===== src/rtl/core/prd_pkg.sv =====
// ----------------------------------------------------------------------------
// Priority request dispatcher package
// Shared constants, item types and sequencer states of the dispatcher.
// ----------------------------------------------------------------------------
`default_nettype none

package prd_pkg;

    localparam int BUFFER_SLOTS = 8;
    localparam int NUM_DEVICES  = 8;

    localparam int SLOT_W = (BUFFER_SLOTS > 1) ? $clog2(BUFFER_SLOTS) : 1;
    localparam int DEV_W  = (NUM_DEVICES > 1) ? $clog2(NUM_DEVICES) : 1;
    localparam int CNT_W  = $clog2(NUM_DEVICES + 1);

    localparam logic       KIND_WRITE       = 1'b0;
    localparam logic       KIND_ASSIGN      = 1'b1;
    localparam logic [3:0] CFG_COUNT_RESET  = 4'd8;

    typedef struct packed {
        logic        kind;
        logic [2:0]  slot_index;
        logic [15:0] request_id;
        logic [1:0]  priority_req;
        logic [31:0] time_entered;
        logic [7:0]  device_free_mask;
        logic [31:0] assign_time;
    } in_item_t;

    typedef struct packed {
        logic        assigned;
        logic [15:0] out_request_id;
        logic [2:0]  device_id;
        logic [31:0] out_time;
    } out_item_t;

    typedef struct packed {
        logic [15:0] id;
        logic [1:0]  pri;
        logic [31:0] entry_time;
    } slot_entry_t;

    typedef enum logic [1:0] {
        ST_IDLE,
        ST_DEV_SCAN,
        ST_SLOT_SCAN,
        ST_FINISH
    } state_t;

endpackage

`default_nettype wire


===== src/rtl/core/prd_slot_table.sv =====
// ----------------------------------------------------------------------------
// Slot table
// Request slots with valid bits, one write port, one clear port, one read port.
// ----------------------------------------------------------------------------
`default_nettype none

module prd_slot_table
    import prd_pkg::*;
(
    input  wire logic                    clk,
    input  wire logic                    rst_n,
    input  wire logic                    wr_en,
    input  wire logic [SLOT_W-1:0]       wr_idx,
    input  wire slot_entry_t             wr_entry,
    input  wire logic                    clr_en,
    input  wire logic [SLOT_W-1:0]       clr_idx,
    input  wire logic [SLOT_W-1:0]       rd_idx,
    output      slot_entry_t             rd_entry,
    output      logic                    rd_valid,
    output      logic [BUFFER_SLOTS-1:0] valid_vec
);

    slot_entry_t             entry_reg [BUFFER_SLOTS];
    logic [BUFFER_SLOTS-1:0] valid_reg;
    logic [BUFFER_SLOTS-1:0] valid_next;

    always_comb
    begin
        valid_next = valid_reg;
        if (wr_en)
        begin
            valid_next[wr_idx] = 1'b1;
        end
        if (clr_en)
        begin
            valid_next[clr_idx] = 1'b0;
        end
    end

    always_ff @(posedge clk or negedge rst_n)
    begin
        if (!rst_n)
        begin
            valid_reg <= '0;
        end
        else
        begin
            valid_reg <= valid_next;
        end
    end

    always_ff @(posedge clk)
    begin
        if (wr_en)
        begin
            entry_reg[wr_idx] <= wr_entry;
        end
    end

    assign rd_entry  = entry_reg[rd_idx];
    assign rd_valid  = valid_reg[rd_idx];
    assign valid_vec = valid_reg;

endmodule

`default_nettype wire


===== src/rtl/core/prd_compare.sv =====
// ----------------------------------------------------------------------------
// Selection compare unit
// Decides whether the slot under scan replaces the best slot found so far.
// ----------------------------------------------------------------------------
`default_nettype none

module prd_compare
    import prd_pkg::*;
(
    input  wire logic        cand_valid,
    input  wire slot_entry_t cand,
    input  wire logic        have_best,
    input  wire slot_entry_t best,
    output      logic        take
);

    logic pri_gt;
    logic pri_eq;
    logic time_gt;

    assign pri_gt  = cand.pri > best.pri;
    assign pri_eq  = cand.pri == best.pri;
    assign time_gt = cand.entry_time > best.entry_time;

    // Strict compares keep the lower slot on a full tie.
    assign take = cand_valid && (!have_best || pri_gt || (pri_eq && time_gt));

endmodule

`default_nettype wire


===== src/rtl/core/priority_request_dispatcher.sv =====
// ----------------------------------------------------------------------------
// Priority request dispatcher
// Buffers requests in a slot table and hands the best one to a free device
// chosen round-robin from a rotating pointer.
// ----------------------------------------------------------------------------
//   Channel   Handshake                 Payload
//   in        in_valid / in_ready       in_item (in_item_t)
//   out       out_valid / out_ready     out_item (out_item_t)
//   cfg       cfg_wr_en                 cfg_wr_data (device count)
//
//   A write item goes from idle to the finish state, as does an assign item
// when the table is empty. Otherwise it steps the n-device ring, finishing
// if no device is free, or on the first free device scans every slot of
// the table and then finishes. The device ring and the slot table are each
// walked one entry per cycle; only the slot scan uses the compare unit.
// Reset clears the valid bits and the device pointer at once. A result
// held at the output stalls only the final step of the next item.
// ----------------------------------------------------------------------------
`default_nettype none

module priority_request_dispatcher
    import prd_pkg::*;
(
    input  wire logic       clk,
    input  wire logic       rst_n,
    input  wire logic       in_valid,
    output      logic       in_ready,
    input  wire in_item_t   in_item,
    output      logic       out_valid,
    input  wire logic       out_ready,
    output      out_item_t  out_item,
    input  wire logic       cfg_wr_en,
    input  wire logic [3:0] cfg_wr_data
);

    state_t             state_reg, state_next;
    logic [DEV_W-1:0]   pointer_reg, pointer_next;
    logic [CNT_W-1:0]   cnt_reg, cnt_next;
    logic [SLOT_W-1:0]  idx_reg, idx_next;
    logic [7:0]         mask_reg, mask_next;
    logic [31:0]        time_reg, time_next;
    logic [DEV_W-1:0]   dev_reg, dev_next;
    logic               have_best_reg, have_best_next;
    slot_entry_t        best_reg, best_next;
    logic [SLOT_W-1:0]  best_idx_reg, best_idx_next;
    out_item_t          res_reg, res_next;
    logic               out_valid_reg, out_valid_next;
    out_item_t          out_item_reg, out_item_next;
    logic [3:0]         cfg_count_reg;

    logic [CNT_W-1:0]        ring_n;
    logic [CNT_W-1:0]        p_inc;
    logic [DEV_W-1:0]        p_adv;
    logic                    dev_free;
    logic                    tbl_wr_en;
    logic                    tbl_clr_en;
    logic [SLOT_W-1:0]       tbl_clr_idx;
    slot_entry_t             wr_entry;
    slot_entry_t             rd_entry;
    logic                    rd_valid;
    logic [BUFFER_SLOTS-1:0] valid_vec;
    logic                    take;
    slot_entry_t             win_entry;
    logic [SLOT_W-1:0]       win_idx;
    logic                    write_in_range;

    assign wr_entry.id         = in_item.request_id;
    assign wr_entry.pri        = in_item.priority_req;
    assign wr_entry.entry_time = in_item.time_entered;
    assign write_in_range      = 32'(in_item.slot_index) < BUFFER_SLOTS;

    prd_slot_table u_slot_table (
        .clk      (clk),
        .rst_n    (rst_n),
        .wr_en    (tbl_wr_en),
        .wr_idx   (SLOT_W'(in_item.slot_index)),
        .wr_entry (wr_entry),
        .clr_en   (tbl_clr_en),
        .clr_idx  (tbl_clr_idx),
        .rd_idx   (idx_reg),
        .rd_entry (rd_entry),
        .rd_valid (rd_valid),
        .valid_vec(valid_vec)
    );

    prd_compare u_compare (
        .cand_valid(rd_valid),
        .cand      (rd_entry),
        .have_best (have_best_reg),
        .best      (best_reg),
        .take      (take)
    );

    always_comb
    begin
        if (cfg_count_reg == 4'd0)
        begin
            ring_n = CNT_W'(1);
        end
        else if (32'(cfg_count_reg) > NUM_DEVICES)
        begin
            ring_n = CNT_W'(NUM_DEVICES);
        end
        else
        begin
            ring_n = CNT_W'(cfg_count_reg);
        end
    end

    assign p_inc    = CNT_W'(pointer_reg) + CNT_W'(1);
    assign p_adv    = (p_inc >= ring_n) ? '0 : DEV_W'(p_inc);
    assign dev_free = 1'(mask_reg >> pointer_reg);

    assign win_entry = take ? rd_entry : best_reg;
    assign win_idx   = take ? idx_reg : best_idx_reg;

    always_comb
    begin
        state_next     = state_reg;
        pointer_next   = pointer_reg;
        cnt_next       = cnt_reg;
        idx_next       = idx_reg;
        mask_next      = mask_reg;
        time_next      = time_reg;
        dev_next       = dev_reg;
        have_best_next = have_best_reg;
        best_next      = best_reg;
        best_idx_next  = best_idx_reg;
        res_next       = res_reg;
        out_valid_next = out_valid_reg && !out_ready;
        out_item_next  = out_item_reg;
        tbl_wr_en      = 1'b0;
        tbl_clr_en     = 1'b0;
        tbl_clr_idx    = win_idx;
        in_ready       = 1'b0;

        unique case (state_reg)
            ST_IDLE:
            begin
                in_ready = 1'b1;
                if (in_valid)
                begin
                    res_next = '0;
                    if (in_item.kind == KIND_WRITE)
                    begin
                        tbl_wr_en  = write_in_range;
                        state_next = ST_FINISH;
                    end
                    else if (!(|valid_vec))
                    begin
                        state_next = ST_FINISH;
                    end
                    else
                    begin
                        mask_next    = in_item.device_free_mask;
                        time_next    = in_item.assign_time;
                        pointer_next = (CNT_W'(pointer_reg) < ring_n) ? pointer_reg : '0;
                        cnt_next     = '0;
                        state_next   = ST_DEV_SCAN;
                    end
                end
            end
            ST_DEV_SCAN:
            begin
                pointer_next = p_adv;
                if (dev_free)
                begin
                    dev_next       = pointer_reg;
                    idx_next       = '0;
                    have_best_next = 1'b0;
                    state_next     = ST_SLOT_SCAN;
                end
                else if (cnt_reg == ring_n - CNT_W'(1))
                begin
                    state_next = ST_FINISH;
                end
                else
                begin
                    cnt_next = cnt_reg + CNT_W'(1);
                end
            end
            ST_SLOT_SCAN:
            begin
                if (take)
                begin
                    best_next      = rd_entry;
                    best_idx_next  = idx_reg;
                    have_best_next = 1'b1;
                end
                if (idx_reg == SLOT_W'(BUFFER_SLOTS - 1))
                begin
                    tbl_clr_en              = 1'b1;
                    res_next.assigned       = 1'b1;
                    res_next.out_request_id = win_entry.id;
                    res_next.device_id      = 3'(dev_reg);
                    res_next.out_time       = time_reg;
                    state_next              = ST_FINISH;
                end
                else
                begin
                    idx_next = idx_reg + SLOT_W'(1);
                end
            end
            ST_FINISH:
            begin
                if (!out_valid_reg || out_ready)
                begin
                    out_item_next  = res_reg;
                    out_valid_next = 1'b1;
                    state_next     = ST_IDLE;
                end
            end
            default:
            begin
                state_next = ST_IDLE;
            end
        endcase
    end

    always_ff @(posedge clk or negedge rst_n)
    begin
        if (!rst_n)
        begin
            state_reg     <= ST_IDLE;
            pointer_reg   <= '0;
            cnt_reg       <= '0;
            idx_reg       <= '0;
            have_best_reg <= 1'b0;
            out_valid_reg <= 1'b0;
            cfg_count_reg <= CFG_COUNT_RESET;
        end
        else
        begin
            state_reg     <= state_next;
            pointer_reg   <= pointer_next;
            cnt_reg       <= cnt_next;
            idx_reg       <= idx_next;
            have_best_reg <= have_best_next;
            out_valid_reg <= out_valid_next;
            if (cfg_wr_en)
            begin
                cfg_count_reg <= cfg_wr_data;
            end
        end
    end

    always_ff @(posedge clk)
    begin
        mask_reg     <= mask_next;
        time_reg     <= time_next;
        dev_reg      <= dev_next;
        best_reg     <= best_next;
        best_idx_reg <= best_idx_next;
        res_reg      <= res_next;
        out_item_reg <= out_item_next;
    end

    assign out_valid = out_valid_reg;
    assign out_item  = out_item_reg;

endmodule

`default_nettype wire


===== config.mk =====
export PLATFORM = sky130hd
export DESIGN_NAME = priority_request_dispatcher
export DESIGN_NICKNAME = d
export VERILOG_FILES = /design/src/rtl/core/prd_pkg.sv /design/src/rtl/core/prd_slot_table.sv /design/src/rtl/core/prd_compare.sv /design/src/rtl/core/priority_request_dispatcher.sv
export SDC_FILE = /design/constraint.sdc
export NUM_CORES = 1
export LEC_CHECK = 0
export ABC_AREA = 1
export CAP_MARGIN = 20
export CORE_MARGIN = 5
export CORE_UTILIZATION = 24
export DETAILED_ROUTE_END_ITERATION = 10
export DONT_BUFFER_PORTS = 1
export PLACE_DENSITY = 0.36
export SYNTH_ARGS = -nofsm -noshare
export SYNTH_HDL_FRONTEND = slang
export SYNTH_SLANG_ARGS = --single-unit
export TNS_END_PERCENT = 10

===== constraint.sdc =====
create_clock -name clk -period 6.6 [get_ports clk]
set_input_delay 0.66 -clock clk [delete_from_list [all_inputs] [get_ports clk]]
set_output_delay 0.66 -clock clk [all_outputs]
set_load 0.02 [all_outputs]

---- Word-level counts from Yosys, hierarchy flattened ----
Memory sizes are Yosys's and may differ from the RTL's.
Cells that the tools add are included.
word-level totals
  register bits ........................... 226
  output and inout port bits .............. 54
  RAM bits ................................ 400
  input bits .............................. 103
  word-level logic and storage cells ...... 138
  memories ................................ 1
operators by class
  add/subtract/negate cells ............... 4
  equal/unequal tests ..................... 18
  reduce and logical (&&, ||, !) cells .... 27
  bitwise gates (word level) .............. 3
  $lt $le $gt $ge ......................... 10
  shifts and indexed selects .............. 1
  muxes and demuxes ....................... 51
memory list
  name                    depth  bits a word  rd ports  clocked after Yosys merged registers in  write ports  line                  source
  u_slot_table.entry_reg  8      50           1         0                                        1            prd_slot_table.sv:23  slot_entry_t entry_reg [BUFFER_SLOTS];
operator list
  cell                  number
  $mux W52              2
  $pmux W52 S2          1
  $mux W50              1
  $gt A32 B32 Y1        1
  $mux W4               7
  $mux W3               8
  $ne A2 B2 Y1 const B  11
  $mux W8               2
  $mux W1               15
  $mux W2               7
  $lt A3 B4 Y1 const B  3
  $pmux W3 S2           2
  $reduce_and A3 Y1     3
  $and A8 B8 Y8         1
  $not A8 Y8            1
  $or A8 B8 Y8          1
  $pmux W2 S4           1
  $pmux W4 S2           1
  $reduce_and A4 Y1     2
  $reduce_or A8 Y1      1
  $shr A8 B3 Y1         1
  $demux W1 S3          2
  $ge A3 B1 Y1 const B  2
  $reduce_and A2 Y1     3
  24 further kinds      35

---- Logic depth before layout (Yosys ltp) ----
Gate-level depths: netlist (run 1).
An unclocked memory read counts as a cell.
  depth after elaboration ................. 13
  gate-level depth with buffers ........... 30
  mapped depth without buffers ............ 26

---- Modules after synthesis ----
A second synthesis (run 1) with hierarchy kept.
unflattened totals
  cells, all modules ...................... 2523
  area, all modules ....................... 26998.4 um2
by module, submodules not included
  module                       seq. area each (um2)  area an instance (um2)  times used  cells an instance
  prd_slot_table               12211.7               17966.0                 1           1811
  priority_request_dispatcher  6457.4                8069.0                  1           558
  prd_compare                  0.0                   963.4                   1           154

---- Least setup slack after synthesis (run 1) ----
Ideal clock, no wire load.
  path type ............................... register to register
  from .................................... register state_reg[0]
  to ...................................... memory u_slot_table.entry_reg[1][0] (netlist name), enable pin
  library setup time ...................... 522 ps
  arrival ................................. 4757 ps
  buffers on the path ..................... 0
  data required time ...................... 6078 ps
  slack ................................... 1321 ps
  period minus slack after synthesis ...... 5279 ps
  cell stages (with the launch flop) ...... 9
  path through ............................ dfrtp_1 -> inv_1 -> ha_1 -> inv_1 -> nor3_1 -> inv_1 -> nor2_1 -> inv_1 -> nor3_1
on the way
  longest elaborated chain between the ends .. 4
RTL lines
  element                        line                                source
  start, declared                priority_request_dispatcher.sv:36   state_t state_reg, state_next;
  start signal, assigned         priority_request_dispatcher.sv:234  state_reg <= state_next;
  $logic_not A2 Y1               priority_request_dispatcher.sv:137  unique case (state_reg)
  $mux W1                        priority_request_dispatcher.sv:137
  $mux W1                        prd_slot_table.sv:54                if (wr_en)
  $mux W1 (implied by the code)  prd_slot_table.sv:56                entry_reg[wr_idx] <= wr_entry;
  end, declared                  prd_slot_table.sv:23
No other way between the ends.

==> results of run 1 <==
-- logic make-up (layout without fill, tap and decap cells) --
family	count (synthesis)	count (layout)	synth area share (%)
AND/OR/NAND/NOR	566	566	9.30
multiplexers	2	2	0.0906
AO/OA/AOI/OAI	386	386	8.96
flip-flops	626	626	75.1
XOR/XNOR	7	7	0.247
adder cells (fa/ha/maj)	50	50	2.52
buffers and inverters	209	287	3.80
-- layout make-up --
cell class / count / area, um2 / area share, %
Sequential cell: 626 / 18700 / 65.1
Clock buffer: 96 / 1980 / 6.89
Inverter: 120 / 458 / 1.60
Timing Repair Buffer: 34 / 283 / 0.985
Tap cell: 1380 / 1730 / 6.02
Clock inverter: 37 / 245 / 0.854
Multi-Input combinational cell: 1011 / 5340 / 18.6
-- worst max path at each step --
stage,cells after the start,endpoint,from
finish,18,best_reg[30],idx_reg[1]
global route,18,best_reg[31],idx_reg[1]
CTS,18,best_reg[30],idx_reg[1]
detailed placement,17,best_reg[28],idx_reg[1]
global placement,17,best_reg[27],idx_reg[1]
floorplan,8,u_slot_table.entry_reg[1][0],state_reg[0]
-- metal layers --
layer	vias to the layer above	global-route usage, %
li1	6703	-
met1	6963	14.5
met2	282	19.2
met3	104	3.40
met4	0	3.09
met5	-	0
-- cell usage in the layout, fill, tap and decap left out, types with 20 or more instances in the layout --
| master | instances |
|---|---|
| clkbuf_16 | 76 |
| o22ai_1 | 37 |
| dfrtp_1 | 23 |
| a21oi_1 | 93 |
| nand3_1 | 35 |
| o21ai_0 | 160 |
| nor2_1 | 282 |
| clkbuf_1 | 20 |
| ha_1 | 49 |
| buf_4 | 31 |
| inv_1 | 112 |
| a31oi_1 | 33 |
| a221oi_1 | 32 |
| nand2_1 | 194 |
| edfxtp_1 | 600 |
-- where the power goes --
group | switching [mW] | internal (mW)
Clock | 1.60 | 2.16
Combinational | 1.73 | 0.686
Sequential | 0.359 | 5.18
Total | 3.68 | 8.02
-- metrics by stage --
step / area [um2] / hold WS, ns / worst slack [ns] / util [%]
after floorplan: 24900 / 0.364 / 1.32 / -
after global routing: 28700 / 0.0691 / 1.32 / 27.8
after CTS: 28700 / 0.0750 / 1.55 / 27.8
after detailed placement: 26500 / 0.367 / 1.56 / 25.6
after global placement: 26500 / 0.366 / 1.62 / 25.6
final: 28700 / 0.121 / 1.77 / 27.8
-- cell usage after synthesis (2+ instances only) --
master	count
o21ai_0	160
a21oi_1	95
a221oi_1	32
nand2_1	194
a21o_1	2
o21ai_2	2
buf_2	35
or2_2	16
o22ai_1	37
clkbuf_1	31
buf_4	10
nor3_2	2
mux2_2	2
nor2_1	289
inv_2	4
o21a_1	3
nand3_1	35
xor2_1	3
o21ai_1	4
ha_1	50
buf_1	5
o21bai_1	2
inv_1	114
xnor2_1	4
dfrtp_1	25
buf_6	4
buf_12	2
nand2_4	3
nand2_2	14
edfxtp_1	600
a21oi_2	11
nand4_1	2
nor4_1	2
a31oi_1	33
nor3_1	6
-- critical path: cells and delay by family (launching register included) --
family | cells | cell delay [ns]
flops | 1 | 0.68
fa+ha+maj | 1 | 0.18
buf+inv | 4 | 1.36
simple gates | 10 | 1.49
compound gates | 3 | 0.66
-- what timing repair did --
action                    4_1_cts  5_1_grt
hold buffers                    2        0
resized for setup               0        0
hold endpoints to repair       26        0
==> results.md, run 1 <==
- Synthesis produced a netlist with a net count of 1999.
- The final antenna diode count is 0.
- Power spread over the standard cell area amounts to just over 400 mW/mm2.
- The synthesized area per cell is about 13 um2.
- The post-CTS repair timing setup buffer count is 0.
- From synthesis to final layout, the design area changed by 15.4%.
- The final net count is about 2.0k.
- The count of warnings emitted by yosys is 0.
- The run finished with clean final reports.
- The register with the most flip-flops in the layout has 400 of them.
- The cell depth of the worst flop-to-flop path is 18.
- The primary flip-flop cell chosen by synthesis mapping is edfxtp_1.
- Adding up every negative setup slack in the final design gives 0 ns.
- The maximum VDD drop is around 0.18 mV.
- The post-synthesis async set-or-reset flop share is slightly above 4%.
- The critical path goes through clkinv_2 > buf_4 > o21ai_0 > o22ai_1 > nor2_1 > a31oi_1 > ha_1 > nand4_1 > nor3_2 > nand3_1 > inv_1 > nand2_1 > nand2_1 > nand2_2 > nand2_4 > nand2_4 > nor2_4 > buf_4.
- After synthesis, the cell types taking the most area are edfxtp_1, nor2_1, o21ai_0.
- The share of final-layout standard cells stronger than drive strength 1 is between 10 and 15%.
- The number of global-route vias before repair is between 10k and 15k.
- The achievable clock frequency is between 0.2 and 0.25 GHz.
- The finished layout holds between 3k and 4k standard cells, fillers aside.
- The detailed-routing wirelength on met1 is 28.5 mm.
- Clock tree synthesis inserted a total of 74 buffers.
- The remaining design rule violation count is 0.
- The floorplan has about 120 rows.
- The first global-routing pass estimated 95.6 mm of wire.
- The initial core utilization is ~24%.
- The tree built by TritonCTS fans out to between 600 and 700 sinks.
- TritonCTS built the clock tree.
- The routed design has 64.8 mm of wire.
- Along the worst hold path, the cell count comes to 1.
- The core region area is roughly 0.10 mm2.
- roughly 160 I/O pins were placed.
- The total number of vias is roughly 14k.
- The cell area after technology mapping is about 0.025 mm2.
- The average routed wire per standard cell is roughly 20 um.
- The leakage power of the design is ~10 nW.
- Among all stages on the critical path, the largest delay is contributed by dfrtp_4.
- In this run the horizontal extent of the chip is roughly 330 um.
- The data arrival time of the critical path is approximately 5.1 ns.
- Measured against its own limit, the worst slew margin works out to 32.3%.
- The path with the worst hold slack has its endpoint at cfg_count_reg[3].
- After detailed routing, no signal wire sits above met4.
- For the pin with the worst max-slew slack, the measured transition is 1.01 ns.
- The worst setup slack for register-to-register paths is around 1.8 ns.
- The worst path needs 4.83 ns of the cycle, external delays included.
- The reg-to-reg endpoint is best_reg[30].
- In the finished design, the share of the clock period the worst path needs comes to 73.1%.
- At the end of routability-driven placement, the weighted congestion stood at ~0.72.
- After layout, the design draws a total of 11.7 mW.
- In this run the number of H-tree levels came out at 3.
- The clock insertion delay at the later pin of the skew report is 0.62 ns.
- The maximum buffer depth of the clock tree is 3.
- Summed over all nets, the half-perimeter wirelength after detailed placement is ~37 mm.
- The all-layer global routing usage is 11.4%.
- The number of standard cells after synthesis is ~1.8k.
- The total congestion overflow is 0.
- The count of nets left with antenna violations once routing finished came out at 0.
- Across the run, the number of max-cap violations was 0.
- The critical path required time is 6.84 ns.
- The cell taking the most area after synthesis is edfxtp_1.
- After synthesis the netlist holds a flip-flop and latch count of 626.
- The die covers 0.110 mm2.
- The distinct cell type count of the synthesized netlist is 48.
- The kind of end point of the critical path is a register.
- The final clock skew is about 0.018 ns.
- Input and output buffers added on the ports amount to 0.
- The layout has 10.5k filler cells.
- The routed length on met3 is 3.56 mm.
- The first TritonRoute pass finished after 4 iterations.
- Summed over its instances, the top area cell type makes up about 72% of the synthesized netlist area.
- In this run the worst path has a maximum fanout of 48.
- The largest single stage delay on the critical path is between 0.6 and 0.7 ns.
- The met2 wire length is 31.1 mm.
- The startpoint identified for the worst register-to-register timing path is idx_reg[1].
- The number of endpoints failing setup at the final stage is 0.
- The number of flops mapped to enable cells by yosys is 600.
- After detailed placement, the design holds a cell count of between 3k and 4k.
- In this run, the number of DRC markers left after iteration 0 of detailed routing was slightly above 800.
- Setup repair after global routing left no endpoint under its margin.
- The kind of path behind the tightest hold check is in -> reg.
- Using the TritonRoute via totals, the vias-per-cell ratio works out to 4.25.
- STA classifies the critical path startpoint as a register.
- After clock tree synthesis, the clock-pin slew on the worst setup and hold paths is 0.06 ns.
- The number of antenna violations at the first check in global routing is 4.
- Measured along the y axis, the die boundary spans between 300 and 400 um.
- The startpoint identified for the worst hold timing path is cfg_wr_en.
- The root buffer selected by CTS is clkbuf_16.
- The startpoint-to-endpoint class of the critical path is reg -> reg.
- Summing the sequential cell areas from Yosys gives 75.1% of the chip area.
- Entering global routing, the biggest net connects 104 pins.
- The number of hold-slack violations in the final timing report was 0.
- The final-report max-slew violation count is 0.
(Power assumes the default switching activity.)
==> inputs of run 2 (changes only) <==
==> constraint.sdc (replaced) <==
create_clock -name clk -period 4.7 [get_ports clk]
set_input_delay 0.47 -clock clk [delete_from_list [all_inputs] [get_ports clk]]
set_output_delay 0.47 -clock clk [all_outputs]
set_load 0.02 [all_outputs]
==> run 2 against run 1 <==
Fmax rose by 15%. Clock-buffer cell count down 9. Register-to-register slack got worse by 1.3 ns. Non-clock buffer count increased by 108. Die area did not move. Worst setup slack got worse by 1.3 ns. Utilization is 1.2 points higher. Sequential share of layout area decreased by 2.6 points. Hold slack got worse by 0.022 ns. Cell area is 4.2% higher. Clock power is 42% higher. Largest power group unchanged. Highest routed layer is now met5.
==> results.md, run 2 (synthesized netlist as in run 1, its figures left out) <==
- The run finished with clean final reports.
- The remaining design rule violation count is 0 (unchanged).
- The average routed wire per standard cell came to 19.3 um (-1.6%).
- The final clock skew is 0.0241 ns (+0.00570 ns).
- The data arrival time of the critical path is 4.64 ns (-0.43 ns).
- The maximum buffer depth of the clock tree is 3 (unchanged).
- The number of port buffers was 0 (unchanged).
- The clock slew at the register clock pins of the worst setup and hold paths is 0.06 ns (about the same).
- The die height came to 332 um (unchanged).
- The power density over the cells is 558 mW/mm2 (+37%).
- The share of final-layout standard cells stronger than drive strength 1 came to 10.5% (-0.25 points).
- The layout filler cell count came to 10.4k (-0.46%).
- The total congestion overflow came to 0 (unchanged).
- The slew of the pin with the lowest slew margin is 0.928 ns (-0.0810 ns).
- After global routing, the most crowded layer is met2.
- The total placed cells including tap cells is 3182 (+0.41%).
- The leakage power of the design came to 10.5 nW (+4.9%).
- The placer's final routability congestion estimate is 0.708 (-1.0%).
- The cell depth of the worst flop-to-flop path is 15 (-3).
- The clock insertion delay at the later pin of the skew report came to 0.60 ns (-0.02 ns).
- The post-detailed-routing wire length is 65.6 mm (+1.3%).
- The clock group share of total power is 31.8% (-0.3 points).
- The initial core utilization is 24.1% (unchanged).
- The detailed router's first-iteration violation count is 790 (-4.2%).
- The worst setup slack for register-to-register paths is 0.50 ns (-1.28 ns).
- The all-layer global routing usage is 11.6% (+0.20 points).
- The total CTS buffers is 72 (-2.7%).
- The number of endpoints failing setup at the final stage is 0 (unchanged).
- The source of the critical timing path is idx_reg[0].
- The relative area change from synthesis to final layout is 20.3%.
- The met3 demand-to-capacity share in global routing is 2.30% (-1.1 points).
- In this run the critical register-to-register path is captured at res_reg[35].
- The proportion of power drawn by combinational gates was 21.6% (+1.0 points).
- The number of H-tree branching levels came to 3 (unchanged).
- The portion of the clock cycle consumed by the worst path in the final layout came to 89.4% (+16 points).
- The total power draw was 16.7 mW (+43%).
- The internal power was 11.5 mW (+43%).
- The minimum hold slack is 0.0983 ns (-0.0223 ns).
- The core region area came to 0.103 mm2 (unchanged).
- The pin count of the biggest net entering global routing is 94 (-9.6%).
- The die width is 332 um (unchanged).
- The worst max-slew margin expressed relative to the limit was 37.9% (+5.6 points).
- The cell area after placement was 0.0267 mm2 (+1.1%).
- The global-route wire length before repair is 98.1 mm (+2.6%).
- The final net count is 2126 (+5.2%).
- The startpoint-to-endpoint class of the critical path is reg -> reg.
- The flip-flop count of the largest register after layout is 400 (unchanged).
- The time the final worst path needs with I/O delays and setup is 4.20 ns (-0.625 ns).
- The number of max-cap violations was 0 (unchanged).
- The worst setup path is launched from a register.
- The critical path required time is 5.14 ns (-1.70 ns).
- The routing usage on met1 is 15.6% (+1.2 points).
- The source of the worst register-to-register timing path is idx_reg[0].
- The achievable clock frequency was 0.238 GHz (+15%).
- The sum of negative setup slack came to 0 ns (unchanged).
- The number of global-route vias before repair is 14.7k (+2.6%).
- The tree is rooted in a clkbuf_16.
- The library cell used most frequently in the layout, excluding fill and tap cells, is edfxtp_1.
- The I/O pin count is 157 (unchanged).
- In this run the worst setup path terminates at res_reg[35].
- The maximum VDD drop is 0.322 mV (+76%).
- The number of nets still failing antenna checks after routing came to 0 (unchanged).
- The switching power summed over all nets is 5.21 mW (+41%).
- The TritonCTS clock tree is built.
- The number of hold-slack violations in the final timing report is 0 (unchanged).
- The portion of total power attributed to sequential cells was 46.6% (-0.7 points).
- The cell area after layout was 0.0299 mm2 (+4.2%).
- The number of antenna violations at the first check in global routing came to 9 (+5).
- The number of standard cells in the layout, taps in and fillers out is 3402 (+3.0%).
- The cell row count is 118 (unchanged).
- The sum of net half-perimeters after detailed placement came to 38.4 mm (+2.7%).
- The clock sink total was 626 (unchanged).
- The worst hold path belongs to the class in -> reg.
- The detailed-router iteration count before antenna repair is 7 (+3).
- The full die area came to 0.110 mm2 (unchanged).
- Leaving out fill and tap cells, the most frequent cells in the layout are edfxtp_1, nor2_1, nand2_1, o21ai_0, inv_1.
- Setup repair after global routing left no endpoint under its margin.
- The total number of vias is 14.6k (+3.5%).
- The kind of end point of the critical path is a register.
- The met2 capacity usage during global routing is 19.4% (+0.22 points).
- The switching part of the total power is 31.2% (-0.26 points).
- The detailed-route vias per instance is 4.28 (+0.56%).
- The worst-path maximum fanout was 54 (+13%).
- The final-report max-slew violation count is 0 (unchanged).
[run 2: critical path, cell delays in order, from the launching register on]
cell and delay (ns):
dfrtp_4 0.49, buf_4 0.52, buf_4 0.66, o21ai_0 0.22
o22ai_1 0.20, nand2_1 0.08, o21ai_1 0.12, inv_1 0.06
ha_1 0.27, nand2_1 0.13, a21boi_0 0.36, nand2_4 0.13
nand2_4 0.16, buf_4 0.30, nand2_1 0.12, a21oi_1 0.16
[run 2: repair_timing]
action	in CTS	in global routing
setup buffers	0	0
gates resized for setup	0	0
hold buffers	97	0
hold endpoints to repair	470	0
[run 2: worst min path at each step]
| stage | cells past startpoint | start | slack (ns) | endpoint |
|---|---|---|---|---|
| 6_report | 3 | out_ready | 0.1 | out_valid |
| 5_1_grt | 3 | out_ready | 0.08 | out_valid |
| 4_1_cts | 3 | out_ready | 0.05 | out_valid |
| 3_5_place_dp | 0 | rst_n | 0.18 | cfg_count_reg[2] |
| 3_3_place_gp | 0 | rst_n | 0.18 | cfg_count_reg[0] |
| 2_1_floorplan | 0 | rst_n | 0.17 | cfg_count_reg[0] |
[run 2: layout make-up]
cell class	instances	area, um2	share of cell area, %
Clock inverter	32	292	0.975
Clock buffer	87	1880	6.28
Multi-Input combinational cell	1011	5340	17.9
Timing Repair Buffer	142	1530	5.10
Antenna cell	4	10.0	0.0335
Inverter	120	458	1.53
Sequential cell	626	18700	62.4
Tap cell	1380	1730	5.77
[run 2: per-layer routing]
layer / vias to the layer above / wire [um]
met4: 4 / 1370
met3: 93 / 2580
met2: 264 / 31300
li1: 6907 / -
met5: - / 27
met1: 7282 / 30400
[run 2: stage by stage]
| stage | utilization [%] | worst slack, ns |
|---|---|---|
| after floorplan | - | -0.579 |
| after CTS | 29.0 | 0.487 |
| after global routing | 29.0 | 0.139 |
| after global placement | 25.9 | 0.564 |
| final | 29.0 | 0.498 |
| after detailed placement | 25.9 | 0.514 |
[run 2: power groups by stage]
stage | logic [mW] | registers (mW) | clock network (mW)
5_1_grt | 4.12 | 7.85 | 5.72
3_5_place_dp | 3.61 | 7.91 | 0
2_1_floorplan | 2.58 | 7.80 | 0
4_1_cts | 3.75 | 7.80 | 5.51
3_3_place_gp | 3.54 | 7.90 | 0
6_report | 3.61 | 7.78 | 5.31
